<file path="config.mk">
export PLATFORM = sky130hd
export DESIGN_NAME = low_complexity_window_mask
export DESIGN_NICKNAME = d
export VERILOG_FILES = /design/src/rtl/core/lcwm_pkg.sv /design/src/rtl/core/lcwm_store.sv /design/src/rtl/core/lcwm_out_queue.sv /design/src/rtl/core/low_complexity_window_mask.sv
export SDC_FILE = /design/constraint.sdc
export NUM_CORES = 1
export LEC_CHECK = 0
export BUFFER_PORTS_ARGS = -buffer_cell sky130_fd_sc_hd__buf_4
export CAP_MARGIN = 20
export CORE_MARGIN = 4
export CORE_UTILIZATION = 59
export DETAILED_ROUTE_END_ITERATION = 10
export GPL_TIMING_DRIVEN = 1
export HOLD_SLACK_MARGIN = 0.02
export PLACE_DENSITY = 0.84
export SYNTH_ARGS = -nofsm -noshare
export SYNTH_HDL_FRONTEND = slang
export SYNTH_SLANG_ARGS = --single-unit
</file>
<file path="constraint.sdc">
create_clock -name clk -period 11.67 [get_ports clk]
set_input_delay 0.5835 -clock clk [delete_from_list [all_inputs] [get_ports clk]]
set_output_delay 0.5835 -clock clk [all_outputs]
set_load 0.05 [all_outputs]
</file>
<file path="src/rtl/core/lcwm_pkg.sv">
// ----------------------------------------------------------------------------
// lcwm_pkg
// Shared types and constants for the low-complexity window mask: character
// classes, the result item and the base classifier.
// ----------------------------------------------------------------------------
package lcwm_pkg;

  // Width of the threshold register
  localparam int PEAK_W = 7;

  // Character codes treated as bases
  localparam logic [7:0] CHAR_A = 8'h41;
  localparam logic [7:0] CHAR_C = 8'h43;
  localparam logic [7:0] CHAR_G = 8'h47;
  localparam logic [7:0] CHAR_T = 8'h54;

  // Index of each base in the count array
  localparam logic [1:0] IDX_A = 2'd0;
  localparam logic [1:0] IDX_C = 2'd1;
  localparam logic [1:0] IDX_G = 2'd2;
  localparam logic [1:0] IDX_T = 2'd3;

  // Class of one character
  typedef struct packed {
    logic       is_base;
    logic [1:0] idx;
  } cls_t;

  // One result item
  typedef struct packed {
    logic [7:0] out_char;
    logic       masked;
    logic       last_result;
  } res_t;

  function automatic cls_t base_class(input logic [7:0] c);
    cls_t r;
    r.is_base = 1'b1;
    r.idx     = IDX_A;
    unique case (c)
      CHAR_A:  r.idx = IDX_A;
      CHAR_C:  r.idx = IDX_C;
      CHAR_G:  r.idx = IDX_G;
      CHAR_T:  r.idx = IDX_T;
      default: r.is_base = 1'b0;
    endcase
    return r;
  endfunction

endpackage

</file>
<file path="src/rtl/core/lcwm_store.sv">
// ----------------------------------------------------------------------------
// lcwm_store
// Circular character store for the window: one write port, one registered
// read port, with the write forwarded when both hit the same entry.
// ----------------------------------------------------------------------------
module lcwm_store #(
  parameter int WINDOW = 16,
  parameter int AW     = 4
) (
  input  logic          clk,
  input  logic          we,
  input  logic [AW-1:0] waddr,
  input  logic [7:0]    wdata,
  input  logic [AW-1:0] raddr,
  output logic [7:0]    rdata
);

  logic [7:0] mem [WINDOW];

  // Write port
  always_ff @(posedge clk) begin
    if (we) begin
      mem[waddr] <= wdata;
    end
  end

  // Read port, new data wins on a same-entry collision
  always_ff @(posedge clk) begin
    if (we && (waddr == raddr)) begin
      rdata <= wdata;
    end else begin
      rdata <= mem[raddr];
    end
  end

endmodule

</file>
<file path="src/rtl/core/lcwm_out_queue.sv">
// ----------------------------------------------------------------------------
// lcwm_out_queue
// Two-entry output buffer: holds finished items so the input side keeps
// moving while the downstream side stalls, until both entries are taken.
// ----------------------------------------------------------------------------
module lcwm_out_queue
  import lcwm_pkg::*;
(
  input  logic clk,
  input  logic rst,
  input  logic push,
  input  res_t push_item,
  output logic full,
  output logic m_tvalid,
  input  logic m_tready,
  output res_t head_item
);

  res_t       q0;
  res_t       q1;
  logic [1:0] count;
  logic       pop;

  assign pop       = (count != 2'd0) && m_tready;
  assign full      = (count == 2'd2);
  assign m_tvalid  = (count != 2'd0);
  assign head_item = q0;

  // Occupancy
  always_ff @(posedge clk) begin
    if (rst) begin
      count <= 2'd0;
    end else if (push && !pop) begin
      count <= count + 2'd1;
    end else if (pop && !push) begin
      count <= count - 2'd1;
    end
  end

  // Payload shift
  always_ff @(posedge clk) begin
    if (pop) begin
      if (push && (count == 2'd1)) begin
        q0 <= push_item;
      end else begin
        q0 <= q1;
      end
      if (push && (count == 2'd2)) begin
        q1 <= push_item;
      end
    end else if (push) begin
      if (count == 2'd0) begin
        q0 <= push_item;
      end else begin
        q1 <= push_item;
      end
    end
  end

endmodule

</file>
<file path="src/rtl/core/low_complexity_window_mask.sv">
// ----------------------------------------------------------------------------
// low_complexity_window_mask
// Sliding-window low-complexity masker for a stream of DNA characters.
// ----------------------------------------------------------------------------
// Characters enter on s_* one per cycle while s_tready is high and are held
// in a circular store of WINDOW entries, with running counts of A, C, G, T
// and of other codes kept in registers. Each full, all-base window whose
// largest base count reaches min_peak_count marks every held position as
// masked. Once the window is full, each accepted item without tlast releases
// the oldest character on m_*. An item with tlast set is taken in and then
// the held characters, up to WINDOW, drain one per cycle while the output
// queue has room, with s_tready low; tlast marks the final one. The user must
// write the threshold on cfg_* while no item is in flight; it is not enforced.
// ----------------------------------------------------------------------------
module low_complexity_window_mask
  import lcwm_pkg::*;
#(
  parameter int WINDOW = 16
) (
  input  logic              clk,
  input  logic              rst,
  // Input items
  input  logic              s_tvalid,
  output logic              s_tready,
  input  logic [7:0]        s_tdata,   // [7:0] base_char
  input  logic              s_tlast,   // last_item
  // Result items
  output logic              m_tvalid,
  input  logic              m_tready,
  output logic [7:0]        m_tdata,   // [7:0] out_char
  output logic              m_tuser,   // [0] masked
  output logic              m_tlast,   // last_result
  // Threshold write
  input  logic              cfg_valid,
  output logic              cfg_ready,
  input  logic [PEAK_W-1:0] cfg_data   // min_peak_count
);

  localparam int AW = (WINDOW > 1) ? $clog2(WINDOW) : 1;
  localparam int FW = $clog2(WINDOW + 1);
  localparam int CW = FW;

  typedef enum logic [1:0] {
    ST_RUN   = 2'b01,
    ST_FLUSH = 2'b10
  } state_t;

  state_t            state;
  logic [AW-1:0]     head;
  logic [FW-1:0]     fill;
  logic [FW-1:0]     mask_rem;
  logic [CW-1:0]     base_cnt [4];
  logic [CW-1:0]     nonbase_cnt;
  logic [PEAK_W-1:0] min_peak;

  logic              accept;
  logic              q_full;
  cls_t              new_cls;
  cls_t              old_cls;
  logic [7:0]        rd_char;
  logic [AW:0]       tail_sum;
  logic [AW-1:0]     tail;
  logic [AW-1:0]     head_inc;
  logic [AW-1:0]     rd_addr;
  logic [FW-1:0]     fill_ins;
  logic              full_ins;
  logic [CW-1:0]     cnt_ins [4];
  logic [CW-1:0]     cnt_pop [4];
  logic [CW-1:0]     nonbase_ins;
  logic [CW-1:0]     nonbase_pop;
  logic              peak_hit;
  logic              qualify;
  logic [FW-1:0]     mask_ins;
  logic              pop_run;
  logic              pop_flush;
  logic              pop;
  logic [FW-1:0]     pop_mask;
  res_t              res;
  res_t              out_item;

  assign cfg_ready = 1'b1;
  assign s_tready  = (state == ST_RUN) && !q_full;
  assign accept    = s_tvalid && s_tready;

  assign new_cls = base_class(s_tdata);
  assign old_cls = base_class(rd_char);

  // Store addressing
  assign tail_sum = (AW+1)'(head) + (AW+1)'(fill);
  assign tail     = (tail_sum >= (AW+1)'(WINDOW)) ? AW'(tail_sum - (AW+1)'(WINDOW))
                                                  : AW'(tail_sum);
  assign head_inc = (head == AW'(WINDOW - 1)) ? '0 : head + 1'b1;
  assign rd_addr  = pop ? head_inc : head;

  // Counts after taking in the new character, and after dropping the oldest
  always_comb begin
    peak_hit = 1'b0;
    for (int k = 0; k < 4; k++) begin
      cnt_ins[k] = base_cnt[k] + CW'(new_cls.is_base && (new_cls.idx == 2'(k)));
      cnt_pop[k] = cnt_ins[k] - CW'(old_cls.is_base && (old_cls.idx == 2'(k)));
      if (PEAK_W'(cnt_ins[k]) >= min_peak) begin
        peak_hit = 1'b1;
      end
    end
    nonbase_ins = nonbase_cnt + CW'(!new_cls.is_base);
    nonbase_pop = nonbase_ins - CW'(!old_cls.is_base);
  end

  // Window evaluation
  assign fill_ins = fill + 1'b1;
  assign full_ins = (fill_ins == FW'(WINDOW));
  assign qualify  = full_ins && (nonbase_ins == '0) && peak_hit;
  assign mask_ins = qualify ? FW'(WINDOW) : mask_rem;

  // Release of the oldest character
  assign pop_run   = accept && !s_tlast && full_ins;
  assign pop_flush = (state == ST_FLUSH) && !q_full;
  assign pop       = pop_run || pop_flush;
  assign pop_mask  = pop_run ? mask_ins : mask_rem;

  assign res.out_char    = rd_char;
  assign res.masked      = (pop_mask != '0);
  assign res.last_result = pop_flush && (fill == FW'(1));

  // Threshold register
  always_ff @(posedge clk) begin
    if (rst) begin
      min_peak <= PEAK_W'(16);
    end else if (cfg_valid && cfg_ready) begin
      min_peak <= cfg_data;
    end
  end

  // Window control and counts
  always_ff @(posedge clk) begin
    if (rst) begin
      state       <= ST_RUN;
      head        <= '0;
      fill        <= '0;
      mask_rem    <= '0;
      nonbase_cnt <= '0;
      for (int k = 0; k < 4; k++) begin
        base_cnt[k] <= '0;
      end
    end else begin
      unique case (state)
        ST_RUN: begin
          if (accept) begin
            if (s_tlast) begin
              // take the character in, then drain
              fill        <= fill_ins;
              mask_rem    <= mask_ins;
              nonbase_cnt <= '0;
              for (int k = 0; k < 4; k++) begin
                base_cnt[k] <= '0;
              end
              state <= ST_FLUSH;
            end else if (full_ins) begin
              // steady state: one in, one out
              mask_rem    <= (mask_ins != '0) ? mask_ins - 1'b1 : mask_ins;
              head        <= head_inc;
              nonbase_cnt <= nonbase_pop;
              for (int k = 0; k < 4; k++) begin
                base_cnt[k] <= cnt_pop[k];
              end
            end else begin
              fill        <= fill_ins;
              nonbase_cnt <= nonbase_ins;
              for (int k = 0; k < 4; k++) begin
                base_cnt[k] <= cnt_ins[k];
              end
            end
          end
        end
        ST_FLUSH: begin
          if (pop_flush) begin
            head <= head_inc;
            fill <= fill - 1'b1;
            if (fill == FW'(1)) begin
              mask_rem <= '0;
              state    <= ST_RUN;
            end else if (mask_rem != '0) begin
              mask_rem <= mask_rem - 1'b1;
            end
          end
        end
        default: state <= ST_RUN;
      endcase
    end
  end

  lcwm_store #(
    .WINDOW (WINDOW),
    .AW     (AW)
  ) u_store (
    .clk   (clk),
    .we    (accept),
    .waddr (tail),
    .wdata (s_tdata),
    .raddr (rd_addr),
    .rdata (rd_char)
  );

  lcwm_out_queue u_out_queue (
    .clk       (clk),
    .rst       (rst),
    .push      (pop),
    .push_item (res),
    .full      (q_full),
    .m_tvalid  (m_tvalid),
    .m_tready  (m_tready),
    .head_item (out_item)
  );

  assign m_tdata = out_item.out_char;
  assign m_tuser = out_item.masked;
  assign m_tlast = out_item.last_result;

endmodule
</file>
==> impl_metrics.json, run 1 <==
{
  "clock-sinks": 202,
  "p_comb_share_pct": 13.4,
  "path_class": "in2reg",
  "met1_usage_pct": 33.21,
  "numCtsBuffers": 21,
  "fin_crit_sh_pct": 46.53,
  "yosysSeqAreaShare_pct": 59.17,
  "reg2reg_from": "base_cnt[0][0]",
  "start_util_pct": 60.47,
  "slowest_delay_ns": 0.62,
  "grt_max_degree": 36,
  "max_freq_mhz": 184.2,
  "syn-cell-area_sq_um": 9676,
  "synthesis.nets": 793,
  "worstHoldStart": "cfg_data[4]",
  "synth_most_common_cell": "edfxtp_1",
  "worstMarginPinSlew_ns": 1.138,
  "coreArea_sq_um": 16000,
  "irDropWorstVdd_v": 0.0001077,
  "gr-usage-met3_pct": 3.553,
  "fin_crit_ns": 5.430,
  "ioPinCount": 34,
  "ys_ff_latch": 202,
  "powerDensity_nw_per_um2": 164.0,
  "syn_inst": 716,
  "dpl_worst_slack_ns": 5.926,
  "die_width_microns": 136.1,
  "power.leakage_nw": 3.847,
  "dp_hpwl_microns": 14110,
  "rr_worst_depth": 16,
  "drv_slew": 0,
  "wire_per_inst_microns": 22.63,
  "cts_setup_buffers": 0,
  "clock_power_share_pct": 39.5,
  "io_buffers": 32,
  "synthFlopType": "edfxtp_1",
  "yosys_warnings": 0,
  "avgViaCountPerCell": 6.420,
  "synth_area_leaders": "edfxtp_1, mux4_2, ha_1",
  "rrSetupSlack_ns": 7.38,
  "p_sw_mw": 0.4519,
  "end_kind": "flop",
  "antenna_found_initial": 0,
  "crit_fanout": 17,
  "startpoint_type": "input pin",
  "postLayoutCellArea_sq_um": 10830,
  "path_cells": "buf_4, or4b_1, or3b_1, nor3_1, ha_1, ha_1, nand3_1, xnor2_1, ha_1, a22o_1, a221oi_1, o211ai_1, nor4_1, or2_1, nand2_1, ha_1, nor2b_1, a32oi_1, o31ai_1, a221o_1",
  "cts_tree": "yes",
  "diodes": 0,
  "ys_types": 59,
  "drtAntennaViolNets": 0,
  "grt_pass1_vias": 6300,
  "overflow": 0,
  "critPathMostFrequentCell": "ha_1",
  "nNetsFinal": 830,
  "met2_usage_pct": 42.32,
  "tns_ns": 0,
  "fin_worst_skew_ns": 0.01628,
  "rsz0062_at_grt": "false",
  "post_cts_resized": 0,
  "synth.largest_area_cell": "edfxtp_1",
  "die_h_microns": 136.1,
  "maxCapViolations": 0,
  "drt-total-wl_microns": 22230,
  "min_delay_path_depth": 3,
  "clock_latency_ns": 0.50,
  "drtPass1Iterations": 6,
  "design.die.area_sq_um": 18510,
  "drc_errors": 0,
  "drt-initial-drc-count": 731,
  "clockBufferDepth": 3,
  "ctsHoldBuffers": 0,
  "synth_edf_count": 168,
  "finalHoldViolCount": 0,
  "yosysTopAreaCellShare_pct": 52.14,
  "clockRootBuffer": "clkbuf_16",
  "startpoint": "s_tdata[3]",
  "synth_common_cells": "edfxtp_1, nor2_1, ha_1",
  "htreeDepth": 1,
  "seqPwrFrac_pct": 47.2,
  "async_flop_share_pct": 0,
  "placed_area_sq_um": 10090,
  "vias": 6304,
  "clkTransAtPathRegs_ns": 0.06,
  "synthToLayoutAreaGrowth_pct": 11.94,
  "grt_pass1_wl_microns": 35020,
  "worstPathRequired_ns": 12.05,
  "gp_congestion": 0.8219,
  "crit_slowest_cell": "or4b_1",
  "setup_slack_ns": 6.240,
  "grtUsageTotal_pct": 24.80,
  "grt.busiest_layer": "met2",
  "switching_share_pct": 25.45,
  "min_path_type": "in2reg",
  "cp.arrival_ns": 5.81,
  "setup_viol": 0,
  "drive_gt1_share_pct": 15.67,
  "avgSynthCellArea_sq_um": 13.51,
  "num_rows": 46,
  "p_int_mw": 1.324,
  "status": "complete, no violations",
  "slew_headroom_pct": 23.87
}
flip-flops by register name, summed over array words and instances, names as in the netlist, named ones only:
name                   flops
fill                       5
state                      2
min_peak                   7
u_out_queue.count          2
u_out_queue.q1            10
u_store.mem              128
head                       4
base_cnt                  20
u_out_queue.head_item     10
mask_rem                   5
nonbase_cnt                5
cell type report:
type | instances | area [sq um]
inverters | 36 | 135.1
fillers | 1093 | 5170
repair buffers | 40 | 304.0
flip-flops and latches | 202 | 5727
clock buffers | 24 | 536.8
well taps | 216 | 270.3
clock inverters | 12 | 173.9
multi-input cells | 452 | 3684
power by group through the flow:
stage	logic (mW)	clock network, mW	registers [mW]
floorplan	0.141	0	0.865
global placement	0.213	0	0.850
detailed placement	0.227	0	0.852
CTS	0.232	0.702	0.838
global route	0.256	0.735	0.839
finish	0.237	0.701	0.838
routing by layer:
layer	up-vias	routed length, microns
li1	2761	-
met1	3137	8482
met2	348	11240
met3	58	1744
met4	0	758
met5	-	0
final timing paths:
kind,to
max,mask_rem[2]
min,min_peak[4]
min reg2reg,nonbase_cnt[1]
max reg2reg,mask_rem[2]
per-stage QoR:
| step | total power, mW | cells | hold WS, ns | util, % |
|---|---|---|---|---|
| final | 1.776 | 982 | 0.3062 | 67.69 |
| after global routing | 1.831 | 982 | 0.3188 | 67.69 |
| after CTS | 1.772 | 979 | 0.2970 | 67.52 |
| after detailed placement | 1.079 | 943 | 0.4520 | 63.08 |
| after global placement | 1.063 | 943 | 0.4430 | 63.08 |
| after floorplan | 1.006 | 716 | 0.4362 | - |
cells by family after synthesis:
family / share of synthesized area (%)
XOR/XNOR: 3.621
flip-flops: 59.17
buffers and inverters: 2.780
multiplexers: 10.49
adder cells (fa/ha/maj): 7.319
other: 0.03876
AND/OR/NAND/NOR: 10.59
AO/OA/AOI/OAI: 5.987
cells in the final DEF (no fill, tap or decap), types with 11 or more instances in the layout:
master,netlist,routed
a21oi_1,24,24
buf_4,1,39
clkbuf_16,0,21
dfxtp_1,34,33
edfxtp_1,168,168
ha_1,55,55
inv_1,33,33
mux4_2,36,36
nand2_1,51,51
nand2b_1,11,11
nand3_1,15,15
nand4_1,11,11
nor2_1,68,67
nor3_1,11,11
xnor2_1,31,31
critical path: cells and delay by family:
family | cells | cell delay [ns]
adders and majority gates | 4 | 1.01
xor gates and xnor gates | 1 | 0.36
AOI/OAI and AO/OA | 6 | 1.20
and+or+nand+nor | 8 | 2.49
buffers and inverters | 1 | 0.16
(Power assumes the default switching activity.)
==> run 2, diff against run 1 <==
Clock period 11.67 ns to 5.7 ns, I/O delays scaled along.
==> impl_metrics.json, run 2 (synthesized netlist as in run 1, its figures left out) <==
{
  "crit_slowest_cell": "or4b_1",
  "clock-sinks": 202,
  "end_kind": "flop",
  "clock_latency_ns": 0.51,
  "num_rows": 46,
  "seq_area_sq_um": 5727,
  "fin_crit_ns": 4.809,
  "p_sw_mw": 0.8889,
  "clockBufferDepth": 3,
  "drive_gt1_share_pct": 15.16,
  "holdWs_ns": 0.02589,
  "worstHoldStart": "cfg_data[1]",
  "power_mw": 3.457,
  "clkTransAtPathRegs_ns": 0.06,
  "multi_input_area_sq_um": 3684,
  "wire_per_inst_microns": 20.90,
  "drt-initial-drc-count": 645,
  "cp.arrival_ns": 5.20,
  "grt_pass1_vias": 6179,
  "startpoint_type": "input pin",
  "power.leakage_nw": 3.828,
  "layout_commonest_cell": "edfxtp_1",
  "drtAntennaViolNets": 0,
  "clock_power_share_pct": 36.8,
  "largest_reg_flops": 128,
  "min_delay_path_depth": 3,
  "min_path_type": "in2reg",
  "wl_met3_microns": 1429,
  "mostFrequentLayoutCells": "edfxtp_1, nor2_1, ha_1, nand2_1, buf_4",
  "critPathMostFrequentCell": "ha_1",
  "status": "complete, no violations",
  "dp_hpwl_microns": 13920,
  "met1_length_microns": 8362,
  "drtPass1Iterations": 5,
  "grt_pass1_wl_microns": 32910,
  "ioPinCount": 34,
  "largest_register": "u_store.mem",
  "switching_share_pct": 25.71,
  "die_h_microns": 136.1,
  "design.die.area_sq_um": 18510,
  "io_buffers": 32,
  "final-instance-count-excl-fill": 988,
  "worstPathRequired_ns": 6.09,
  "start_util_pct": 60.47,
  "max_freq_mhz": 207.9,
  "fillers": 1082,
  "vias": 6094,
  "rr_worst_depth": 15,
  "r2r-end": "nonbase_cnt[4]",
  "whs_endpoint": "min_peak[1]",
  "drt-total-wl_microns": 20650,
  "fin_worst_skew_ns": 0.01341,
  "slew_headroom_pct": 29.29,
  "antenna_found_initial": 0,
  "powerDensity_nw_per_um2": 320.7,
  "finalHoldViolCount": 0,
  "coreArea_sq_um": 16000,
  "fin_crit_sh_pct": 84.37,
  "grt_max_degree": 36,
  "path_class": "in2reg",
  "worstMarginPinSlew_ns": 1.057,
  "crit_fanout": 17,
  "rrSetupSlack_ns": 1.51,
  "diodes": 0,
  "routed.top_layer": "met4",
  "top_regs": "u_store.mem x128, base_cnt x20",
  "slowest_delay_ns": 0.57,
  "overflow": 0,
  "setup_viol": 0,
  "drv_slew": 0,
  "p_comb_share_pct": 13.5,
  "nNetsFinal": 834,
  "synthToLayoutAreaGrowth_pct": 11.42,
  "cts_tree": "yes",
  "maxCapViolations": 0,
  "tns_ns": 0,
  "post_cts_resized": 0,
  "numCtsBuffers": 21,
  "clockRootBuffer": "clkbuf_16",
  "p_int_mw": 2.568,
  "seqPwrFrac_pct": 49.7,
  "rsz0062_at_grt": "false",
  "numPlacedInstances": 945,
  "avgViaCountPerCell": 6.168,
  "grtUsageTotal_pct": 23.02,
  "htreeDepth": 1,
  "path_cells": "buf_4, or4b_1, or3b_1, nor2_1, and2_1, ha_1, ha_1, nand3_1, xnor2_1, ha_1, a22o_1, a221oi_1, o211ai_1, nor4_1, or2_1, nand2_1, ha_1, nor2b_1, a32oi_1, o31ai_1, a221o_1",
  "gp_congestion": 0.8299,
  "route.met2.wl_microns": 10380,
  "irDropWorstVdd_v": 0.0002333,
  "drc_errors": 0,
  "die_width_microns": 136.1
}
-- run 2: cell count changes in the layout (fill, tap and decap cells not counted) --
| cell | delta |
|---|---|
| inv_6 | -2 |
| clkbuf_1 | +1 |
| bufinv_16 | -3 |
| clkinvlp_2 | -1 |
| dlygate4sd3_1 | +2 |
| clkinv_4 | -1 |
| clkinv_2 | +2 |
| clkinv_1 | +6 |
| buf_4 | +2 |
-- run 2: what timing repair did --
| action | CTS | global route |
|---|---|---|
| setup buffers | 0 | 0 |
| hold buffers | 2 | 0 |
| hold endpoints to repair | 2 | 0 |
| setup endpoints to repair | 0 | 0 |
-- run 2: power groups by stage --
| stage | Sequential, mW | Combinational, mW | Clock (mW) |
|---|---|---|---|
| floorplan | 1.77 | 0.289 | 0 |
| global placement | 1.74 | 0.432 | 0 |
| detailed placement | 1.75 | 0.454 | 0 |
| CTS | 1.72 | 0.461 | 1.28 |
| global route | 1.72 | 0.511 | 1.36 |
| finish | 1.72 | 0.466 | 1.27 |
-- run 2: final cells by class --
type,instances,area share [%]
clock buffer,25,5.014
clock inverter,13,0.7892
inverter,36,1.253
multi-input combinational,452,34.17
sequential,202,53.12
tap,216,2.507
timing repair buffer,44,3.145
-- run 2: worst max-delay path by stage --
stage / start / to / slack (ns)
after floorplan: s_tdata[3] / mask_rem[1] / 1.04
after global placement: s_tdata[3] / mask_rem[1] / 0.58
after detailed placement: s_tdata[3] / mask_rem[2] / 0.43
after CTS: s_tdata[3] / mask_rem[2] / 0.92
after global routing: s_tdata[3] / mask_rem[1] / 0.51
final: s_tdata[3] / mask_rem[2] / 0.89
-- run 2: metrics by stage --
stage | area [sq um] | util [%] | worst slack [ns]
2_1_floorplan | 9676 | - | 1.038
3_3_place_gp | 10110 | 63.18 | 0.5827
3_5_place_dp | 10110 | 63.18 | 0.4272
4_1_cts | 10750 | 67.21 | 0.9182
5_1_grt | 10780 | 67.38 | 0.5138
6_report | 10780 | 67.38 | 0.8907
-- run 2: worst max-delay path: cells and delay by family --
family / cells / cell delay (ns)
AND/OR/NAND/NOR: 9 / 2.37
AO/OA/AOI/OAI: 6 / 1.27
adder cells (fa/ha/maj): 4 / 0.87
XOR/XNOR: 1 / 0.24
buffers and inverters: 1 / 0.17
-- run 2: per-layer routing --
metal | global-route usage (%) | up-vias
met2 | 38.58 | 248
met1 | 31.13 | 3019
met4 | 7.279 | 0
li1 | - | 2782
met3 | 3.775 | 45
met5 | 0 | -
